--- config.mk ---
export PLATFORM = sky130hd
export DESIGN_NAME = countdown_timer_seven_segment_mux_unit_flat
export DESIGN_NICKNAME = d
export VERILOG_FILES = /design/src/design/cdtssm_pkg.sv /design/src/design/cdtssm_ifs.sv /design/src/design/countdown_timer_seven_segment_mux_unit.sv /design/src/flat_wrapper.sv
export SDC_FILE = /design/constraint.sdc
export NUM_CORES = 1
export LEC_CHECK = 0
export BUFFER_PORTS_ARGS = -buffer_cell sky130_fd_sc_hd__clkbuf_2
export CAP_MARGIN = 15
export CORE_MARGIN = 2
export CORE_UTILIZATION = 40
export CTS_CLUSTER_DIAMETER = 40
export DETAILED_ROUTE_END_ITERATION = 12
export SYNTH_ARGS = -nofsm -noshare
export SYNTH_HDL_FRONTEND = slang
export SYNTH_SLANG_ARGS = --single-unit
--- constraint.sdc ---
create_clock -name clk -period 12.4 [get_ports clk]
set_input_delay 1.86 -clock clk [delete_from_list [all_inputs] [get_ports clk]]
set_output_delay 1.86 -clock clk [all_outputs]
set_load 0.03 [all_outputs]
--- src/design/cdtssm_pkg.sv ---
// types, constants and segment encoding shared by the countdown timer display block
`timescale 1ns / 1ps

package cdtssm_pkg;

    localparam int NUM_DIGITS = 4;
    localparam int POS_W      = $clog2(NUM_DIGITS);
    localparam int SECP_W     = 24;
    localparam int REFP_W     = 16;
    localparam int COLON_W    = 2;
    localparam int COUNT_W    = 14;
    localparam int START_W    = 16;
    localparam int SEG_W      = 8;
    localparam int MIN_W      = 8;
    localparam int SECS_W     = 6;
    localparam int DIGIT_W    = 4;
    localparam int CFG_IDX_W  = 2;
    localparam int CFG_DATA_W = 24;

    localparam logic [COUNT_W-1:0] MAX_COUNT = 14'd9999;
    localparam logic [SEG_W-1:0]   DOT_BIT   = 8'h80;

    localparam logic [SECP_W-1:0]  SECOND_PERIOD_RST  = 24'd1000000;
    localparam logic [REFP_W-1:0]  REFRESH_PERIOD_RST = 16'd4000;
    localparam logic [COLON_W-1:0] COLON_POSITION_RST = 2'd1;

    // item kinds
    localparam logic FUNC_TICK  = 1'b0;
    localparam logic FUNC_START = 1'b1;

    // divide by 60 as multiply by reciprocal, exact for counts below 2^14
    localparam int                MIN_RECIP_W = 15;
    localparam logic [14:0]       MIN_RECIP   = 15'd17477;
    localparam int                MIN_SHIFT   = 20;
    localparam logic [MIN_W-1:0]  SECS_PER_MIN = 8'd60;

    // divide by 10 as multiply by reciprocal, exact for values below 256
    localparam logic [7:0]        TEN_RECIP = 8'd205;
    localparam int                TEN_SHIFT = 11;

    typedef enum logic [CFG_IDX_W-1:0] {
        REG_SECOND_PERIOD  = 2'd0,
        REG_REFRESH_PERIOD = 2'd1,
        REG_COLON_POSITION = 2'd2
    } cfg_reg_t;

    function automatic logic [SEG_W-1:0] seg_encode(input logic [DIGIT_W-1:0] digit);
        logic [SEG_W-1:0] seg;
        case (digit)
            4'd0:    seg = 8'h3F;
            4'd1:    seg = 8'h06;
            4'd2:    seg = 8'h5B;
            4'd3:    seg = 8'h4F;
            4'd4:    seg = 8'h66;
            4'd5:    seg = 8'h6D;
            4'd6:    seg = 8'h7D;
            4'd7:    seg = 8'h07;
            4'd8:    seg = 8'h7F;
            4'd9:    seg = 8'h6F;
            default: seg = 8'h00;
        endcase
        return seg;
    endfunction

endpackage

--- src/design/cdtssm_ifs.sv ---
// valid/ready channel interfaces for command, display and configuration items
`timescale 1ns / 1ps

interface cdtssm_cmd_if;
    logic                           valid;
    logic                           ready;
    logic                           func;
    logic [cdtssm_pkg::START_W-1:0] start_seconds;

    modport source (output valid, func, start_seconds, input ready);
    modport sink   (input valid, func, start_seconds, output ready);
endinterface

interface cdtssm_disp_if;
    logic                           valid;
    logic                           ready;
    logic [cdtssm_pkg::POS_W-1:0]   digit_select;
    logic [cdtssm_pkg::SEG_W-1:0]   segment_byte;
    logic [cdtssm_pkg::COUNT_W-1:0] seconds_left;
    logic                           counting;

    modport source (output valid, digit_select, segment_byte, seconds_left, counting,
                    input ready);
    modport sink   (input valid, digit_select, segment_byte, seconds_left, counting,
                    output ready);
endinterface

interface cdtssm_cfg_if;
    logic                              valid;
    logic                              ready;
    logic [cdtssm_pkg::CFG_IDX_W-1:0]  reg_index;
    logic [cdtssm_pkg::CFG_DATA_W-1:0] wdata;

    modport source (output valid, reg_index, wdata, input ready);
    modport sink   (input valid, reg_index, wdata, output ready);
endinterface

--- src/design/countdown_timer_seven_segment_mux_unit.sv ---
// countdown timer with multiplexed seven-segment display output, top level
// a display item follows the tick through the refresh, minutes and output stages
// throughput: one item per cycle unless disp.ready stalls; state is updated in the stage
// after the input register, and the mm:ss digit split runs over two more stages behind it
// reset: count, run flag, phases, digit position and all valids clear; registers take
// second_period 1000000, refresh_period 4000, colon_position 1
`timescale 1ns / 1ps

module countdown_timer_seven_segment_mux_unit (
    input  logic                clk,
    input  logic                rst_n,
    cdtssm_cfg_if.sink          cfg,
    cdtssm_cmd_if.sink          cmd,
    cdtssm_disp_if.source       disp
);

    // configuration
    logic [cdtssm_pkg::SECP_W-1:0]  second_period_reg;
    logic [cdtssm_pkg::REFP_W-1:0]  refresh_period_reg;
    logic [cdtssm_pkg::COLON_W-1:0] colon_position_reg;

    // timer state
    logic [cdtssm_pkg::COUNT_W-1:0] remaining_reg, remaining_next;
    logic                           running_reg, running_next;
    logic [cdtssm_pkg::SECP_W-1:0]  second_phase_reg, second_phase_next;
    logic [cdtssm_pkg::REFP_W-1:0]  refresh_phase_reg, refresh_phase_next;
    logic [cdtssm_pkg::POS_W-1:0]   position_reg, position_next;

    // input stage
    logic                           p_valid_reg;
    logic                           p_func_reg;
    logic [cdtssm_pkg::START_W-1:0] p_start_reg;

    // refresh stage
    logic                           q_valid_reg, q_valid_next;
    logic [cdtssm_pkg::POS_W-1:0]   q_pos_reg;
    logic [cdtssm_pkg::COUNT_W-1:0] q_remaining_reg;
    logic                           q_running_reg;
    logic                           q_dot_reg;

    // minutes stage
    logic                           r_valid_reg;
    logic [cdtssm_pkg::POS_W-1:0]   r_pos_reg;
    logic [cdtssm_pkg::COUNT_W-1:0] r_remaining_reg;
    logic                           r_running_reg;
    logic                           r_dot_reg;
    logic [cdtssm_pkg::MIN_W-1:0]   r_minutes_reg, r_minutes_next;

    // output stage
    logic                           o_valid_reg;
    logic [cdtssm_pkg::POS_W-1:0]   o_pos_reg;
    logic [cdtssm_pkg::SEG_W-1:0]   o_seg_reg, o_seg_next;
    logic [cdtssm_pkg::COUNT_W-1:0] o_remaining_reg;
    logic                           o_running_reg;

    logic o_ready, r_ready, q_ready, p_fire, cmd_fire;

    logic [cdtssm_pkg::SECP_W-1:0]  sec_inc;
    logic                           sec_wrap;
    logic [cdtssm_pkg::REFP_W-1:0]  ref_inc;
    logic                           ref_wrap;

    logic [cdtssm_pkg::COUNT_W+cdtssm_pkg::MIN_RECIP_W-1:0] min_prod;
    logic [cdtssm_pkg::COUNT_W-1:0] min_times60;
    logic [cdtssm_pkg::COUNT_W-1:0] secs_full;
    logic [cdtssm_pkg::MIN_W-1:0]   split_val;
    logic [15:0]                    ten_prod;
    logic [4:0]                     quot;
    logic [cdtssm_pkg::MIN_W-1:0]   quot_times10;
    logic [cdtssm_pkg::MIN_W-1:0]   rem_full;
    logic [cdtssm_pkg::DIGIT_W-1:0] tens_digit;
    logic [cdtssm_pkg::DIGIT_W-1:0] digit;

    // handshake chain
    assign o_ready   = !o_valid_reg || disp.ready;
    assign r_ready   = !r_valid_reg || o_ready;
    assign q_ready   = !q_valid_reg || r_ready;
    assign p_fire    = p_valid_reg && q_ready;
    assign cmd.ready = !p_valid_reg || q_ready;
    assign cmd_fire  = cmd.valid && cmd.ready;
    assign cfg.ready = 1'b1;

    // configuration writes
    always_ff @(posedge clk or negedge rst_n)
    begin
        if (!rst_n)
        begin
            second_period_reg  <= cdtssm_pkg::SECOND_PERIOD_RST;
            refresh_period_reg <= cdtssm_pkg::REFRESH_PERIOD_RST;
            colon_position_reg <= cdtssm_pkg::COLON_POSITION_RST;
        end
        else if (cfg.valid)
        begin
            case (cfg.reg_index)
                cdtssm_pkg::REG_SECOND_PERIOD:
                    second_period_reg <= cfg.wdata[cdtssm_pkg::SECP_W-1:0];
                cdtssm_pkg::REG_REFRESH_PERIOD:
                    refresh_period_reg <= cfg.wdata[cdtssm_pkg::REFP_W-1:0];
                cdtssm_pkg::REG_COLON_POSITION:
                    colon_position_reg <= cfg.wdata[cdtssm_pkg::COLON_W-1:0];
                default:
                begin
                end
            endcase
        end
    end

    // timer and refresh state update
    always_comb
    begin
        remaining_next     = remaining_reg;
        running_next       = running_reg;
        second_phase_next  = second_phase_reg;
        refresh_phase_next = refresh_phase_reg;
        position_next      = position_reg;
        q_valid_next       = 1'b0;
        sec_inc            = second_phase_reg + 1'b1;
        sec_wrap           = (sec_inc == '0) || (sec_inc >= second_period_reg);
        ref_inc            = refresh_phase_reg + 1'b1;
        ref_wrap           = (ref_inc == '0) || (ref_inc >= refresh_period_reg);

        if (p_fire)
        begin
            if (p_func_reg == cdtssm_pkg::FUNC_START)
            begin
                if (p_start_reg > {2'b00, cdtssm_pkg::MAX_COUNT})
                    remaining_next = cdtssm_pkg::MAX_COUNT;
                else
                    remaining_next = p_start_reg[cdtssm_pkg::COUNT_W-1:0];
                running_next = 1'b1;
            end
            else
            begin
                if (running_reg)
                begin
                    if (sec_wrap)
                    begin
                        second_phase_next = '0;
                        if (remaining_reg != '0)
                            remaining_next = remaining_reg - 1'b1;
                        else
                            running_next = 1'b0;
                    end
                    else
                    begin
                        second_phase_next = sec_inc;
                    end
                end
                else
                begin
                    second_phase_next = '0;
                end

                if (ref_wrap)
                begin
                    refresh_phase_next = '0;
                    position_next      = position_reg + 1'b1;
                    q_valid_next       = 1'b1;
                end
                else
                begin
                    refresh_phase_next = ref_inc;
                end
            end
        end
    end

    // mm:ss split and segment lookup
    always_comb
    begin
        min_prod       = q_remaining_reg * cdtssm_pkg::MIN_RECIP;
        r_minutes_next = min_prod[cdtssm_pkg::MIN_SHIFT +: cdtssm_pkg::MIN_W];

        min_times60 = {6'd0, r_minutes_reg} * {6'd0, cdtssm_pkg::SECS_PER_MIN};
        secs_full   = r_remaining_reg - min_times60;
        if (r_pos_reg[1])
            split_val = {2'b00, secs_full[cdtssm_pkg::SECS_W-1:0]};
        else
            split_val = r_minutes_reg;

        ten_prod     = split_val * cdtssm_pkg::TEN_RECIP;
        quot         = ten_prod[cdtssm_pkg::TEN_SHIFT +: 5];
        quot_times10 = {3'b000, quot} * 8'd10;
        rem_full     = split_val - quot_times10;
        if (quot >= 5'd10)
            tens_digit = 4'(quot - 5'd10);
        else
            tens_digit = quot[cdtssm_pkg::DIGIT_W-1:0];

        if (r_pos_reg[0])
            digit = rem_full[cdtssm_pkg::DIGIT_W-1:0];
        else
            digit = tens_digit;

        o_seg_next = cdtssm_pkg::seg_encode(digit);
        if (r_dot_reg)
            o_seg_next = o_seg_next | cdtssm_pkg::DOT_BIT;
    end

    // control state
    always_ff @(posedge clk or negedge rst_n)
    begin
        if (!rst_n)
        begin
            remaining_reg     <= '0;
            running_reg       <= 1'b0;
            second_phase_reg  <= '0;
            refresh_phase_reg <= '0;
            position_reg      <= '0;
            p_valid_reg       <= 1'b0;
            q_valid_reg       <= 1'b0;
            r_valid_reg       <= 1'b0;
            o_valid_reg       <= 1'b0;
        end
        else
        begin
            remaining_reg     <= remaining_next;
            running_reg       <= running_next;
            second_phase_reg  <= second_phase_next;
            refresh_phase_reg <= refresh_phase_next;
            position_reg      <= position_next;
            if (cmd.ready)
                p_valid_reg <= cmd.valid;
            if (q_ready)
                q_valid_reg <= q_valid_next;
            if (r_ready)
                r_valid_reg <= q_valid_reg;
            if (o_ready)
                o_valid_reg <= r_valid_reg;
        end
    end

    // payload
    always_ff @(posedge clk)
    begin
        if (cmd_fire)
        begin
            p_func_reg  <= cmd.func;
            p_start_reg <= cmd.start_seconds;
        end
        if (q_ready)
        begin
            q_pos_reg       <= position_reg;
            q_remaining_reg <= remaining_next;
            q_running_reg   <= running_next;
            q_dot_reg       <= (position_reg == colon_position_reg);
        end
        if (r_ready)
        begin
            r_pos_reg       <= q_pos_reg;
            r_remaining_reg <= q_remaining_reg;
            r_running_reg   <= q_running_reg;
            r_dot_reg       <= q_dot_reg;
            r_minutes_reg   <= r_minutes_next;
        end
        if (o_ready)
        begin
            o_pos_reg       <= r_pos_reg;
            o_seg_reg       <= o_seg_next;
            o_remaining_reg <= r_remaining_reg;
            o_running_reg   <= r_running_reg;
        end
    end

    assign disp.valid        = o_valid_reg;
    assign disp.digit_select = o_pos_reg;
    assign disp.segment_byte = o_seg_reg;
    assign disp.seconds_left = o_remaining_reg;
    assign disp.counting     = o_running_reg;

endmodule

--- src/flat_wrapper.sv ---
// flat-port wrapper written by rule: the top's interface ports become plain ports
module countdown_timer_seven_segment_mux_unit_flat 
  (clk, rst_n, cfg_valid, cfg_reg_index, cfg_wdata, cfg_ready, cmd_valid, cmd_func, cmd_start_seconds, cmd_ready, disp_valid, disp_digit_select, disp_segment_byte, disp_seconds_left, disp_counting, disp_ready);
  cdtssm_cfg_if cfg_i ();
  cdtssm_cmd_if cmd_i ();
  cdtssm_disp_if disp_i ();
  input  logic clk;
  input  logic rst_n;
  input wire logic [$bits(cfg_i.valid)-1:0] cfg_valid;
  input wire logic [$bits(cfg_i.reg_index)-1:0] cfg_reg_index;
  input wire logic [$bits(cfg_i.wdata)-1:0] cfg_wdata;
  output wire logic [$bits(cfg_i.ready)-1:0] cfg_ready;
  input wire logic [$bits(cmd_i.valid)-1:0] cmd_valid;
  input wire logic [$bits(cmd_i.func)-1:0] cmd_func;
  input wire logic [$bits(cmd_i.start_seconds)-1:0] cmd_start_seconds;
  output wire logic [$bits(cmd_i.ready)-1:0] cmd_ready;
  output wire logic [$bits(disp_i.valid)-1:0] disp_valid;
  output wire logic [$bits(disp_i.digit_select)-1:0] disp_digit_select;
  output wire logic [$bits(disp_i.segment_byte)-1:0] disp_segment_byte;
  output wire logic [$bits(disp_i.seconds_left)-1:0] disp_seconds_left;
  output wire logic [$bits(disp_i.counting)-1:0] disp_counting;
  input wire logic [$bits(disp_i.ready)-1:0] disp_ready;
  assign cfg_i.valid = cfg_valid;
  assign cfg_i.reg_index = cfg_reg_index;
  assign cfg_i.wdata = cfg_wdata;
  assign cfg_ready = cfg_i.ready;
  assign cmd_i.valid = cmd_valid;
  assign cmd_i.func = cmd_func;
  assign cmd_i.start_seconds = cmd_start_seconds;
  assign cmd_ready = cmd_i.ready;
  assign disp_valid = disp_i.valid;
  assign disp_digit_select = disp_i.digit_select;
  assign disp_segment_byte = disp_i.segment_byte;
  assign disp_seconds_left = disp_i.seconds_left;
  assign disp_counting = disp_i.counting;
  assign disp_i.ready = disp_ready;
  countdown_timer_seven_segment_mux_unit u_core (.clk(clk), .rst_n(rst_n), .cfg(cfg_i), .cmd(cmd_i), .disp(disp_i));
endmodule
==> impl_metrics.json <==
{
  "critPathMostFrequentCell": "ha_1",
  "skew_ns": 0.0168,
  "viasPerCell": 5.25,
  "hold_path_class": "flip-flop to flip-flop",
  "max_stage_delay_ns": 0.67,
  "fillCellCount": 2951,
  "drtIter0Drc": 403,
  "multi_input_area_um2": 6820,
  "fp.dieW_um": 182,
  "io_pins": 76,
  "detail_route.wl_per_cell_um": 15.1,
  "cts_hold_buffers": 0,
  "drtPass1Iterations": 5,
  "drive_gt1_frac": 0.129,
  "synth_area_um2": 12700,
  "synth_edf_count": 86,
  "grt_pass1_vias": 8667,
  "worst_skew_pair.late_latency_ns": 0.45,
  "port_buffers": 74,
  "finalSetupViolations": 0,
  "tightest_slew_ns": 1.16,
  "overflow": 0,
  "synthArstFlopShare": 0.545,
  "cpMaxStageDelayCell": "or4b_2",
  "fin_nets": 1520,
  "n_antenna_cell": 0,
  "numCtsBuffers": 17,
  "die_y_um": 182,
  "worstPathArrival_ns": 8.78,
  "synth_top_area_frac": 0.204,
  "ys.flop_type": "dfrtp_1",
  "core_um2": 31400,
  "required_ns": 12.54,
  "drtAntennaViolNets": 0,
  "clkTransAtPathRegs_ns": 0.07,
  "seqCellArea_um2": 5180,
  "die-area_um2": 33200,
  "synth_area_leaders": "edfxtp_1, ha_1, dfrtp_1",
  "min_period_ns": 8.64,
  "gp_congestion": 0.852,
  "synth_nets": 1459,
  "dp_cells": 1642,
  "start_kind": "flip-flop",
  "slew_violations": 0,
  "cts.sinks": 189,
  "syn_to_final_growth_pct": 10.9,
  "cts_buffer_depth": 2,
  "grt_max_degree": 64,
  "yosysWarnings": 0,
  "synth-seq-cells": 189,
  "critical_path_class": "flip-flop to flip-flop",
  "synth_seq_area_share": 0.408,
  "crit_path_end_kind": "flip-flop",
  "cts_resized": 0,
  "cts_tree": "done",
  "synth_cells": 1199,
  "fin_setup_tns_ns": 0,
  "synth_area_leader_cell": "edfxtp_1",
  "hold_viol_final": 0,
  "vias": 8802,
  "cts_root_buf": "clkbuf_16",
  "start_util": 0.404,
  "antenna_found_initial": 0,
  "outcome": "finished clean",
  "post-cts-setup-buffers": 0,
  "min_period_over_period": 0.697,
  "stdcell_count": 1675,
  "placement_rows": 65,
  "htree_levels": 4,
  "max_slew_margin": 0.223,
  "drv_cap": 0,
  "hpwlAfterDp_um": 19100,
  "yosysUniqueCellTypes": 72,
  "rsz0062_at_grt": "false",
  "grt_pass1_wl_um": 43300,
  "drcViolationCount": 0,
  "cp_max_fo": 10,
  "drt_wl_total_um": 25400,
  "grt_usage": 0.161,
  "avgSynthCellArea_um2": 10.6,
  "fmax_mhz": 116
}
-- placed cells by master (no fill, tap or decap), types with 10 or more instances in the layout --
cell type / count
nand2b_1: 10
nand2_1: 101
nor2_1: 39
ha_1: 179
nand4_1: 26
mux2i_1: 10
clkbuf_2: 73
a21o_1: 27
fa_1: 33
o21ai_0: 63
dfstp_2: 14
inv_1: 143
mux2_2: 21
nand3_1: 35
nor3_1: 21
a21oi_1: 35
xor2_1: 30
a22o_1: 16
edfxtp_1: 86
clkbuf_16: 17
xnor2_1: 42
dfrtp_1: 89
-- synth_stat cells, types with 9 or more instances --
master / instances
dfrtp_1: 89
o31ai_1: 9
fa_1: 33
nand3_1: 35
mux2i_1: 10
xor2_1: 30
a21o_1: 27
xnor2_1: 42
o21ai_0: 63
inv_1: 143
dfstp_2: 14
nand2b_1: 10
mux2_2: 21
a22o_1: 16
clkbuf_1: 29
nor3_1: 21
ha_1: 179
nor4_1: 9
edfxtp_1: 86
a21oi_1: 35
nor2_1: 39
nand4_1: 26
nand2_1: 101
-- routing by layer --
layer	wire length, µm	vias to the layer above	part of all wire	global-route usage
li1	-	4385	-	-
met1	12300	4253	0.48	0.220
met2	12000	149	0.47	0.269
met3	862	15	0.034	0.0265
met4	209	0	0.0082	0.0374
met5	0	-	0	0
-- worst max-delay path: cells and delay by family, from the launching register on --
| family | cells | cell delay [ns] |
|---|---|---|
| AO/OA/AOI/OAI | 7 | 1.14 |
| AND/OR/NAND/NOR | 5 | 1.09 |
| XOR/XNOR | 3 | 0.59 |
| adder cells (fa/ha/maj) | 11 | 4.18 |
| buffers and inverters | 5 | 0.26 |
| flip-flops | 1 | 0.45 |
| multiplexers | 1 | 0.64 |
-- area by class of cell --
class / instances / share of cell area
clock buffer: 17 / 0.0302
clock inverter: 15 / 0.0122
inverter: 143 / 0.0381
multi-input combinational: 829 / 0.485
sequential: 189 / 0.368
tap: 402 / 0.0357
timing repair buffer: 80 / 0.0311
-- per-stage QoR --
step | util | area, µm² | hold WS [ns] | setup slack [ns]
after detailed placement | 0.428 | 13400 | 0.406 | 3.87
after global routing | 0.448 | 14100 | 0.423 | 3.27
after global placement | 0.428 | 13400 | 0.404 | 4.16
after floorplan | - | 12700 | 0.400 | 4.57
final | 0.448 | 14100 | 0.416 | 3.76
after CTS | 0.447 | 14000 | 0.418 | 3.84
-- worst paths after layout --
path                                                 start                      endpoint  slack, ns  depth (start not counted)
worst min register to register  u_core.r_remaining_reg[13]  u_core.disp.seconds_left[13]       0.42                          0
worst max-delay path               u_core.r_minutes_reg[0]   u_core.disp.segment_byte[3]       3.76                         32
worst max register to register     u_core.r_minutes_reg[0]   u_core.disp.segment_byte[3]       3.76                         32
max in group asynchronous                            rst_n  u_core.refresh_phase_reg[10]       9.80                          2
worst min-delay path            u_core.r_remaining_reg[13]  u_core.disp.seconds_left[13]       0.42                          0
min in group asynchronous                            rst_n   u_core.second_phase_reg[20]       1.41                          1
-- logic make-up after synthesis --
| group | after synthesis | share of synthesized area |
|---|---|---|
| buffers and inverters | 181 | 0.0545 |
| other | 1 | 0.000296 |
| muxes | 32 | 0.0274 |
| and+or+nand+nor | 298 | 0.120 |
| xor gates and xnor gates | 72 | 0.0497 |
| adders and majority gates | 212 | 0.229 |
| AOI/OAI and AO/OA | 214 | 0.111 |
| DFF | 189 | 0.408 |
Power is not shown: default switching activity piles up to over one toggle a cycle in this logic, so the estimate is an artifact.
